===== src/hdl/svc_pkg.sv =====
`default_nettype none

package svc_pkg;

    localparam int COUNT_BITS = 12;
    localparam int COORD_BITS = 10;
    localparam int REPORT_BITS = 12;
    localparam int REG_BITS = 10;
    localparam int COLOR_BITS = 3;
    localparam int SAMPLE_BITS = 8;

    localparam int VSYNC_POS = 5;
    localparam int HSYNC_POS = 4;

    localparam int TDATA_BITS = 48;
    localparam int TUSER_BITS = 3;

    localparam logic [COUNT_BITS-1:0] COUNT_MAX = {COUNT_BITS{1'b1}};
    localparam logic [REPORT_BITS-1:0] REPORT_MAX = {REPORT_BITS{1'b1}};

    localparam logic [REG_BITS-1:0] ACTIVE_WIDTH_RESET = REG_BITS'(900);
    localparam logic [REG_BITS-1:0] ACTIVE_HEIGHT_RESET = REG_BITS'(600);

    typedef enum logic [0:0] {
        REG_ACTIVE_WIDTH  = 1'b0,
        REG_ACTIVE_HEIGHT = 1'b1
    } reg_index_t;

    typedef struct packed {
        logic                   pixel_valid;
        logic [COORD_BITS-1:0]  pixel_x;
        logic [COORD_BITS-1:0]  pixel_y;
        logic [COLOR_BITS-1:0]  pixel_color;
        logic                   line_done;
        logic [REPORT_BITS-1:0] line_width;
        logic                   frame_done;
        logic [REPORT_BITS-1:0] frame_lines;
    } result_t;

    function automatic logic [COUNT_BITS-1:0] sat_inc(input logic [COUNT_BITS-1:0] v);
        logic [COUNT_BITS-1:0] r;
        r = (v == COUNT_MAX) ? v : v + COUNT_BITS'(1);
        return r;
    endfunction

    function automatic logic [REPORT_BITS-1:0] report_sat(input logic [COUNT_BITS-1:0] v);
        logic [REPORT_BITS-1:0] r;
        if ({{REPORT_BITS{1'b0}}, v} > {{COUNT_BITS{1'b0}}, REPORT_MAX}) begin
            r = REPORT_MAX;
        end else begin
            r = REPORT_BITS'(v);
        end
        return r;
    endfunction

endpackage

`default_nettype wire


===== src/hdl/svc_in_stage.sv =====
`default_nettype none

module svc_in_stage (
    input  wire logic                           aclk,
    input  wire logic                           aresetn,
    input  wire logic                           s_tvalid,
    output logic                                s_tready,
    input  wire logic [svc_pkg::SAMPLE_BITS-1:0] s_tdata,
    input  wire logic                           advance,
    output logic                                word_valid,
    output logic [svc_pkg::SAMPLE_BITS-1:0]     word_sample
);
    import svc_pkg::*;

    logic                   valid_reg;
    logic                   valid_next;
    logic [SAMPLE_BITS-1:0] sample_reg;
    logic                   load;

    // The register may take a new word in the same cycle it hands one on.
    assign s_tready = !valid_reg || advance;
    assign load = s_tvalid && s_tready;

    always_comb begin
        valid_next = valid_reg;
        if (load) begin
            valid_next = 1'b1;
        end else if (advance) begin
            valid_next = 1'b0;
        end
    end

    always_ff @(posedge aclk) begin
        if (!aresetn) begin
            valid_reg <= 1'b0;
        end else begin
            valid_reg <= valid_next;
        end
    end

    always_ff @(posedge aclk) begin
        if (load) begin
            sample_reg <= s_tdata;
        end
    end

    assign word_valid = valid_reg;
    assign word_sample = sample_reg;

endmodule

`default_nettype wire


===== src/hdl/svc_engine.sv =====
`default_nettype none

module svc_engine (
    input  wire logic                           aclk,
    input  wire logic                           aresetn,
    input  wire logic                           cfg_wr_en,
    input  wire logic                           cfg_addr,
    input  wire logic [svc_pkg::REG_BITS-1:0]    cfg_wdata,
    input  wire logic                           fire,
    input  wire logic [svc_pkg::SAMPLE_BITS-1:0] sample,
    output svc_pkg::result_t                     result
);
    import svc_pkg::*;

    logic [REG_BITS-1:0]   active_width_reg;
    logic [REG_BITS-1:0]   active_height_reg;

    logic [COUNT_BITS-1:0] pixel_count_reg;
    logic [COUNT_BITS-1:0] pixel_count_next;
    logic [COUNT_BITS-1:0] line_count_reg;
    logic [COUNT_BITS-1:0] line_count_next;
    logic                  in_line_reg;
    logic                  in_line_next;
    logic                  in_frame_reg;
    logic                  in_frame_next;
    logic                  prev_vsync_n_reg;
    logic                  prev_vsync_n_next;

    logic                  vsync_n;
    logic                  hsync_n;
    logic                  frame_start;
    logic                  frame_open;
    logic [COUNT_BITS-1:0] pc;
    logic [COUNT_BITS-1:0] lc;
    logic                  il;
    logic                  in_window;

    always_ff @(posedge aclk) begin
        if (!aresetn) begin
            active_width_reg  <= ACTIVE_WIDTH_RESET;
            active_height_reg <= ACTIVE_HEIGHT_RESET;
        end else if (cfg_wr_en) begin
            unique case (reg_index_t'(cfg_addr))
                REG_ACTIVE_WIDTH:  active_width_reg  <= cfg_wdata;
                REG_ACTIVE_HEIGHT: active_height_reg <= cfg_wdata;
                default: ;
            endcase
        end
    end

    always_comb begin
        vsync_n = sample[VSYNC_POS];
        hsync_n = sample[HSYNC_POS];

        // A rising vsync_n opens a frame, and this sample already belongs to it.
        frame_start = !in_frame_reg && vsync_n && !prev_vsync_n_reg;
        frame_open  = in_frame_reg || frame_start;
        pc = frame_start ? '0 : pixel_count_reg;
        lc = frame_start ? '0 : line_count_reg;
        il = frame_start ? 1'b0 : in_line_reg;

        result = '0;
        pixel_count_next  = pixel_count_reg;
        line_count_next   = line_count_reg;
        in_line_next      = in_line_reg;
        in_frame_next     = in_frame_reg;
        prev_vsync_n_next = vsync_n;
        in_window         = 1'b0;

        if (frame_open) begin
            line_count_next = lc;
            in_frame_next   = 1'b1;
            if (!hsync_n) begin
                result.line_done  = il;
                result.line_width = il ? report_sat(pc) : '0;
                pixel_count_next  = '0;
                in_line_next      = 1'b0;
            end else begin
                in_line_next = 1'b1;
                if (pc == '0) begin
                    line_count_next = sat_inc(lc);
                end
                in_window =
                    ({{REG_BITS{1'b0}}, line_count_next} <=
                     {{COUNT_BITS{1'b0}}, active_height_reg}) &&
                    ({{REG_BITS{1'b0}}, pc} <
                     {{COUNT_BITS{1'b0}}, active_width_reg});
                if (in_window) begin
                    result.pixel_valid = 1'b1;
                    result.pixel_x     = pc[COORD_BITS-1:0];
                    result.pixel_y     = line_count_next[COORD_BITS-1:0];
                    result.pixel_color = sample[COLOR_BITS-1:0];
                end
                pixel_count_next = sat_inc(pc);
            end

            if (!vsync_n) begin
                result.frame_done  = 1'b1;
                result.frame_lines = report_sat(line_count_next);
                line_count_next    = '0;
                in_frame_next      = 1'b0;
            end
        end
    end

    always_ff @(posedge aclk) begin
        if (!aresetn) begin
            pixel_count_reg  <= '0;
            line_count_reg   <= '0;
            in_line_reg      <= 1'b0;
            in_frame_reg     <= 1'b0;
            prev_vsync_n_reg <= 1'b1;
        end else if (fire) begin
            pixel_count_reg  <= pixel_count_next;
            line_count_reg   <= line_count_next;
            in_line_reg      <= in_line_next;
            in_frame_reg     <= in_frame_next;
            prev_vsync_n_reg <= prev_vsync_n_next;
        end
    end

    a_pixel_not_on_hsync_fall: assert property (@(posedge aclk) disable iff (!aresetn)
        fire && result.pixel_valid |-> !result.line_done)
        else $error("pixel write issued on a line end");

    a_pixel_row_nonzero: assert property (@(posedge aclk) disable iff (!aresetn)
        fire && result.pixel_valid |-> result.pixel_y != '0)
        else $error("pixel write on line zero");

    a_frame_end_clears: assert property (@(posedge aclk) disable iff (!aresetn)
        fire && result.frame_done |=> line_count_reg == '0 && !in_frame_reg)
        else $error("frame end did not close the frame");

    a_line_end_clears: assert property (@(posedge aclk) disable iff (!aresetn)
        fire && result.line_done |=> pixel_count_reg == '0 && !in_line_reg)
        else $error("line end did not clear the pixel count");

endmodule

`default_nettype wire


===== src/hdl/svc_out_stage.sv =====
`default_nettype none

module svc_out_stage (
    input  wire logic                aclk,
    input  wire logic                aresetn,
    input  wire logic                word_valid,
    input  wire svc_pkg::result_t    word_result,
    output logic                     fire,
    output logic                     m_tvalid,
    input  wire logic                m_tready,
    output svc_pkg::result_t         m_result
);
    import svc_pkg::*;

    logic    valid_reg;
    logic    valid_next;
    result_t result_reg;

    // A result moves in when the register is empty or being drained this cycle.
    assign fire = word_valid && (!valid_reg || m_tready);

    always_comb begin
        valid_next = valid_reg;
        if (fire) begin
            valid_next = 1'b1;
        end else if (m_tready) begin
            valid_next = 1'b0;
        end
    end

    always_ff @(posedge aclk) begin
        if (!aresetn) begin
            valid_reg <= 1'b0;
        end else begin
            valid_reg <= valid_next;
        end
    end

    always_ff @(posedge aclk) begin
        if (fire) begin
            result_reg <= word_result;
        end
    end

    assign m_tvalid = valid_reg;
    assign m_result = result_reg;

endmodule

`default_nettype wire


===== src/hdl/sync_video_capture.sv =====
// Capture front end for a digital RGB video source. Each input word is one sampled
// byte (bit 5 vsync_n, bit 4 hsync_n, bits 2..0 blue, green, red) and yields exactly
// one output word carrying a frame-buffer write, a line-end report and a frame-end
// report, each qualified by its flag in m_tuser. A frame opens on the rising edge
// of vsync_n; lines are counted from 1. The block takes one word per clock while
// m_tready stays high: a word passes an input register, then the per-sample update
// of the pixel and line counters, then an output register, and the rate is set
// only by the downstream m_tready. active_width and active_height (register indexes
// 0 and 1) may be written only while no word is in flight.
`default_nettype none

module sync_video_capture (
    input  wire logic                              aclk,
    input  wire logic                              aresetn,
    input  wire logic                              cfg_wr_en,
    input  wire logic                              cfg_addr,
    input  wire logic [svc_pkg::REG_BITS-1:0]       cfg_wdata,
    input  wire logic                              s_tvalid,
    output logic                                   s_tready,
    // sample
    input  wire logic [svc_pkg::SAMPLE_BITS-1:0]    s_tdata,
    output logic                                   m_tvalid,
    input  wire logic                              m_tready,
    // pixel_x, pixel_y, pixel_color, line_width, frame_lines, zero fill
    output logic [svc_pkg::TDATA_BITS-1:0]          m_tdata,
    // pixel_valid, line_done, frame_done
    output logic [svc_pkg::TUSER_BITS-1:0]          m_tuser
);
    import svc_pkg::*;

    logic                   word_valid;
    logic [SAMPLE_BITS-1:0] word_sample;
    logic                   fire;
    result_t                word_result;
    result_t                m_result;

    svc_in_stage u_in (
        .aclk       (aclk),
        .aresetn    (aresetn),
        .s_tvalid   (s_tvalid),
        .s_tready   (s_tready),
        .s_tdata    (s_tdata),
        .advance    (fire),
        .word_valid (word_valid),
        .word_sample(word_sample)
    );

    svc_engine u_engine (
        .aclk     (aclk),
        .aresetn  (aresetn),
        .cfg_wr_en(cfg_wr_en),
        .cfg_addr (cfg_addr),
        .cfg_wdata(cfg_wdata),
        .fire     (fire),
        .sample   (word_sample),
        .result   (word_result)
    );

    svc_out_stage u_out (
        .aclk       (aclk),
        .aresetn    (aresetn),
        .word_valid (word_valid),
        .word_result(word_result),
        .fire       (fire),
        .m_tvalid   (m_tvalid),
        .m_tready   (m_tready),
        .m_result   (m_result)
    );

    assign m_tdata = {
        1'b0,
        m_result.frame_lines,
        m_result.line_width,
        m_result.pixel_color,
        m_result.pixel_y,
        m_result.pixel_x
    };

    assign m_tuser = {
        m_result.frame_done,
        m_result.line_done,
        m_result.pixel_valid
    };

endmodule

`default_nettype wire

===== config.mk =====
export PLATFORM = sky130hd
export DESIGN_NAME = sync_video_capture
export DESIGN_NICKNAME = d
export VERILOG_FILES = /design/src/hdl/svc_pkg.sv /design/src/hdl/svc_in_stage.sv /design/src/hdl/svc_engine.sv /design/src/hdl/svc_out_stage.sv /design/src/hdl/sync_video_capture.sv
export SDC_FILE = /design/constraint.sdc
export NUM_CORES = 1
export LEC_CHECK = 0
export ABC_CLOCK_PERIOD_IN_PS = 4450
export BUFFER_PORTS_ARGS = -buffer_cell sky130_fd_sc_hd__clkbuf_2
export CORE_UTILIZATION = 30
export CTS_CLUSTER_DIAMETER = 200
export DETAILED_ROUTE_END_ITERATION = 8
export PLACE_DENSITY = 0.53
export SLEW_MARGIN = 20
export SYNTH_ARGS = -nofsm -noshare
export SYNTH_HDL_FRONTEND = slang
export SYNTH_SLANG_ARGS = --single-unit
export TNS_END_PERCENT = 20

===== constraint.sdc =====
create_clock -name aclk -period 4.45 [get_ports aclk]
set_input_delay 0.445 -clock aclk [delete_from_list [all_inputs] [get_ports aclk]]
set_output_delay 0.445 -clock aclk [all_outputs]
set_load 0.1 [all_outputs]

==> flow_metrics.tcl <==
set metrics [dict create \
    skew_ns 0.009876 \
    die_y_um 135.7 \
    postRouteAntennaNets 0 \
    slowest_delay_ns 0.48 \
    start_util 0.3090 \
    critPathMaxFanout 6 \
    largest_reg_flops 50 \
    multi_input_area_mm2 0.002445 \
    netlist_instances 572 \
    wire_per_inst_um 15.31 \
    cts_hold_buf 0 \
    clock_latency_ns 0.36 \
    ys_ff_latch 104 \
    cp_cell_sequence "or3b_1, nand2_1, ha_1, nor4b_2, nand3_1, buf_4, nor3_1, xor2_1, nand2_1, inv_1, ha_1, nand4_1, or2_2, o22a_1, a211oi_2, nand2_4, buf_4, nor2_2" \
    synth-main-ff-cell "edfxtp_1" \
    layout-drive-gt1-share 0.2124 \
    boundaryPins 77 \
    synth_cell_types 67 \
    clk_pin_slew_ns 0.07 \
    route.vias.total 4412 \
    holdWs_ns 0.2596 \
    rows 48 \
    gr-total-overflow 0 \
    die_w_um 135.7 \
    grt_pass1_wl_mm 21.91 \
    power.leakage_uw 0.002513 \
    synth_nets 618 \
    setup_viol 0 \
    cts_setup_buffers 0 \
    cts_buffer_depth 2 \
    clkSinkCount 104 \
    area_growth_pct 18.92 \
    grt_use_total 0.1547 \
    hold_class "input pin to flop" \
    drt_iter0_drc 271 \
    drt_wl_total_mm 13.53 \
    grt_pass1_vias 4329 \
    setup-tns-final_ns 0 \
    min_period_ns 4.137 \
    drv_cap 0 \
    seq_area_mm2 0.002633 \
    ys_seq_area_frac 0.4909 \
    globalplace.congestion 0.8524 \
    synth_area_mm2 0.005363 \
    root_buffer "clkbuf_16" \
    cts_buffers 9 \
    post-route-period-util 0.9296 \
    fillCellCount 1790 \
    post_cts.resized_instances 0 \
    htreeDepth 3 \
    viasPerCell 4.991 \
    fmax_mhz 241.7 \
    rsz0062_at_grt "false" \
    diodes 0 \
    tritoncts "built" \
    layout.nets 700 \
    avgSynthCellArea_um2 9.375 \
    first_pass_iters 5 \
    power_density_mw_per_mm2 324.2 \
    antenna_found_initial 0 \
    grt_max_degree 52 \
    critPathBufInv 3 \
    slowest_stage "or3b_1" \
    critPathTopFamily "simple AND/OR/NAND/NOR gates" \
    core_area_mm2 0.01736 \
    ir_drop_mv 0.1871 \
    critPathLaunchType "flop" \
    finalHoldViolCount 0 \
    async_flop_share 0 \
    final_util 0.3674 \
    die_area_mm2 0.01841 \
    end_kind "flop" \
    status "complete, no violations" \
    slew_headroom 0.4143 \
    hpwlAfterDp_mm 10.15 \
    critical_path_required_ns 4.67 \
    slew_violations 0 \
    synth_edf_count 55 \
    crit_type "flop to flop" \
    drcViolationCount 0 \
    io_buffers 72 \
    critPathArrivalTime_ns 4.35 \
    worstMarginPinSlew_ns 0.8776 \
    ys_warn_count 0 \
]
-- cells in the final DEF, fill, tap and decap left out, types with 4 or more instances in the layout --
master	netlist	final
nand3_1	23	23
nor2b_1	4	4
nand4_1	13	13
nor3_1	15	15
nor2_1	34	34
buf_4	1	28
o21a_1	4	4
edfxtp_1	55	55
dfxtp_1	49	49
and2_1	19	19
clkbuf_16	0	9
clkbuf_2	1	72
nor4_1	4	4
xor2_1	5	5
a32o_1	5	5
nand2_1	88	88
or4_1	4	4
a21oi_1	17	16
ha_1	22	22
a21boi_0	16	16
o211ai_1	10	10
inv_1	44	43
nand2b_1	8	8
and3_1	8	8
xnor2_1	8	8
o21ai_0	21	21
nor2_2	11	11
clkinv_2	0	4
-- power breakdown --
part           internal [uW]  leakage, uW  switching, uW
combinational           48.9      0.00148            233
sequential              1040     0.000905           11.3
clock                    378     0.000131            354
-- through the flow --
step | instance area (um^2) | total power, uW | cells | worst slack, ns
after floorplan | 5363 | 1300 | 572 | 0.1068
after global placement | 6101 | 1356 | 868 | 0.3322
after detailed placement | 6106 | 1360 | 868 | 0.2997
after CTS | 6364 | 2092 | 884 | 0.2513
after global routing | 6377 | 2149 | 884 | 0.005732
final | 6377 | 2068 | 884 | 0.3133
-- worst reg2reg max path, stage by stage, from the launching register on --
cell,delay [ns]
edfxtp_1,0.35
or3b_1,0.48
nand2_1,0.15
ha_1,0.18
nor4b_2,0.25
nand3_1,0.21
buf_4,0.21
nor3_1,0.23
xor2_1,0.10
nand2_1,0.10
inv_1,0.05
ha_1,0.29
nand4_1,0.11
or2_2,0.32
o22a_1,0.25
a211oi_2,0.33
nand2_4,0.13
buf_4,0.18
nor2_2,0.08
-- synthesized netlist by cell type, types with 2 or more instances --
cell	number	share of area
a211oi_1	3	0.0042
a21boi_0	16	0.022
mux2i_1	2	0.0037
nand2_1	88	0.062
a211oi_2	2	0.0047
o21ai_0	21	0.020
o21a_1	4	0.0056
edfxtp_1	55	0.31
clkbuf_1	19	0.013
nor2b_1	4	0.0047
nor2_2	11	0.013
nor4_2	2	0.0047
and2_1	19	0.022
or3_1	3	0.0035
nor3_1	15	0.014
xor2_1	5	0.0082
o211ai_1	10	0.014
o2bb2ai_1	3	0.0049
o22ai_1	3	0.0035
nor3b_1	2	0.0028
o31ai_1	3	0.0042
inv_1	44	0.031
a22o_1	2	0.0033
ha_1	22	0.051
xnor2_1	8	0.013
a41o_1	2	0.0037
a32o_1	5	0.0093
a21oi_1	17	0.016
buf_2	7	0.0065
or4_1	4	0.0056
nor2_1	34	0.024
nor4_1	4	0.0047
dfxtp_1	49	0.18
nand4_1	13	0.015
and3_1	8	0.0093
a21o_1	2	0.0028
a31oi_1	2	0.0023
nand2b_1	8	0.0093
nand3_1	23	0.021
-- final timing paths --
path                              from              endpoint  slack [ns]  cells past startpoint
hold / removal              s_tdata[1]   u_in.word_sample[1]        0.26                      1
hold reg to reg   u_engine.in_line_reg  u_engine.in_line_reg        0.47                      2
setup / recovery   u_in.word_sample[5]    u_out.m_result[34]        0.31                     18
setup reg to reg   u_in.word_sample[5]    u_out.m_result[34]        0.31                     18
-- kinds of logic after synthesis --
logic type                 after synthesis  synth area share
adders and majority gates               22           0.05133
muxes                                    2          0.003733
buffers and inverters                   75           0.05646
AOI/OAI and AO/OA                      108            0.1433
xor gates and xnor gates                13           0.02123
and+or+nand+nor                        247            0.2324
DFF                                    104            0.4909
other                                    1         0.0006993
-- cell type report --
type | count | area share
Clock buffer | 12 | 0.03708
Clock inverter | 4 | 0.003335
Inverter | 45 | 0.02668
Multi-Input combinational cell | 393 | 0.3834
Sequential cell | 104 | 0.4128
Tap cell | 225 | 0.04414
Timing Repair Buffer | 101 | 0.09260
-- metal layers --
layer / vias up / part of all wire / wire length (um) / track usage
met3: 15 / 0.052 / 699 / 0.02282
met5: - / 0 / 0 / 0
li1: 2181 / - / - / -
met1: 2078 / 0.46 / 6275 / 0.2044
met2: 138 / 0.47 / 6295 / 0.2460
met4: 0 / 0.020 / 264 / 0.07615
Power figures use the tool's default switching activity.
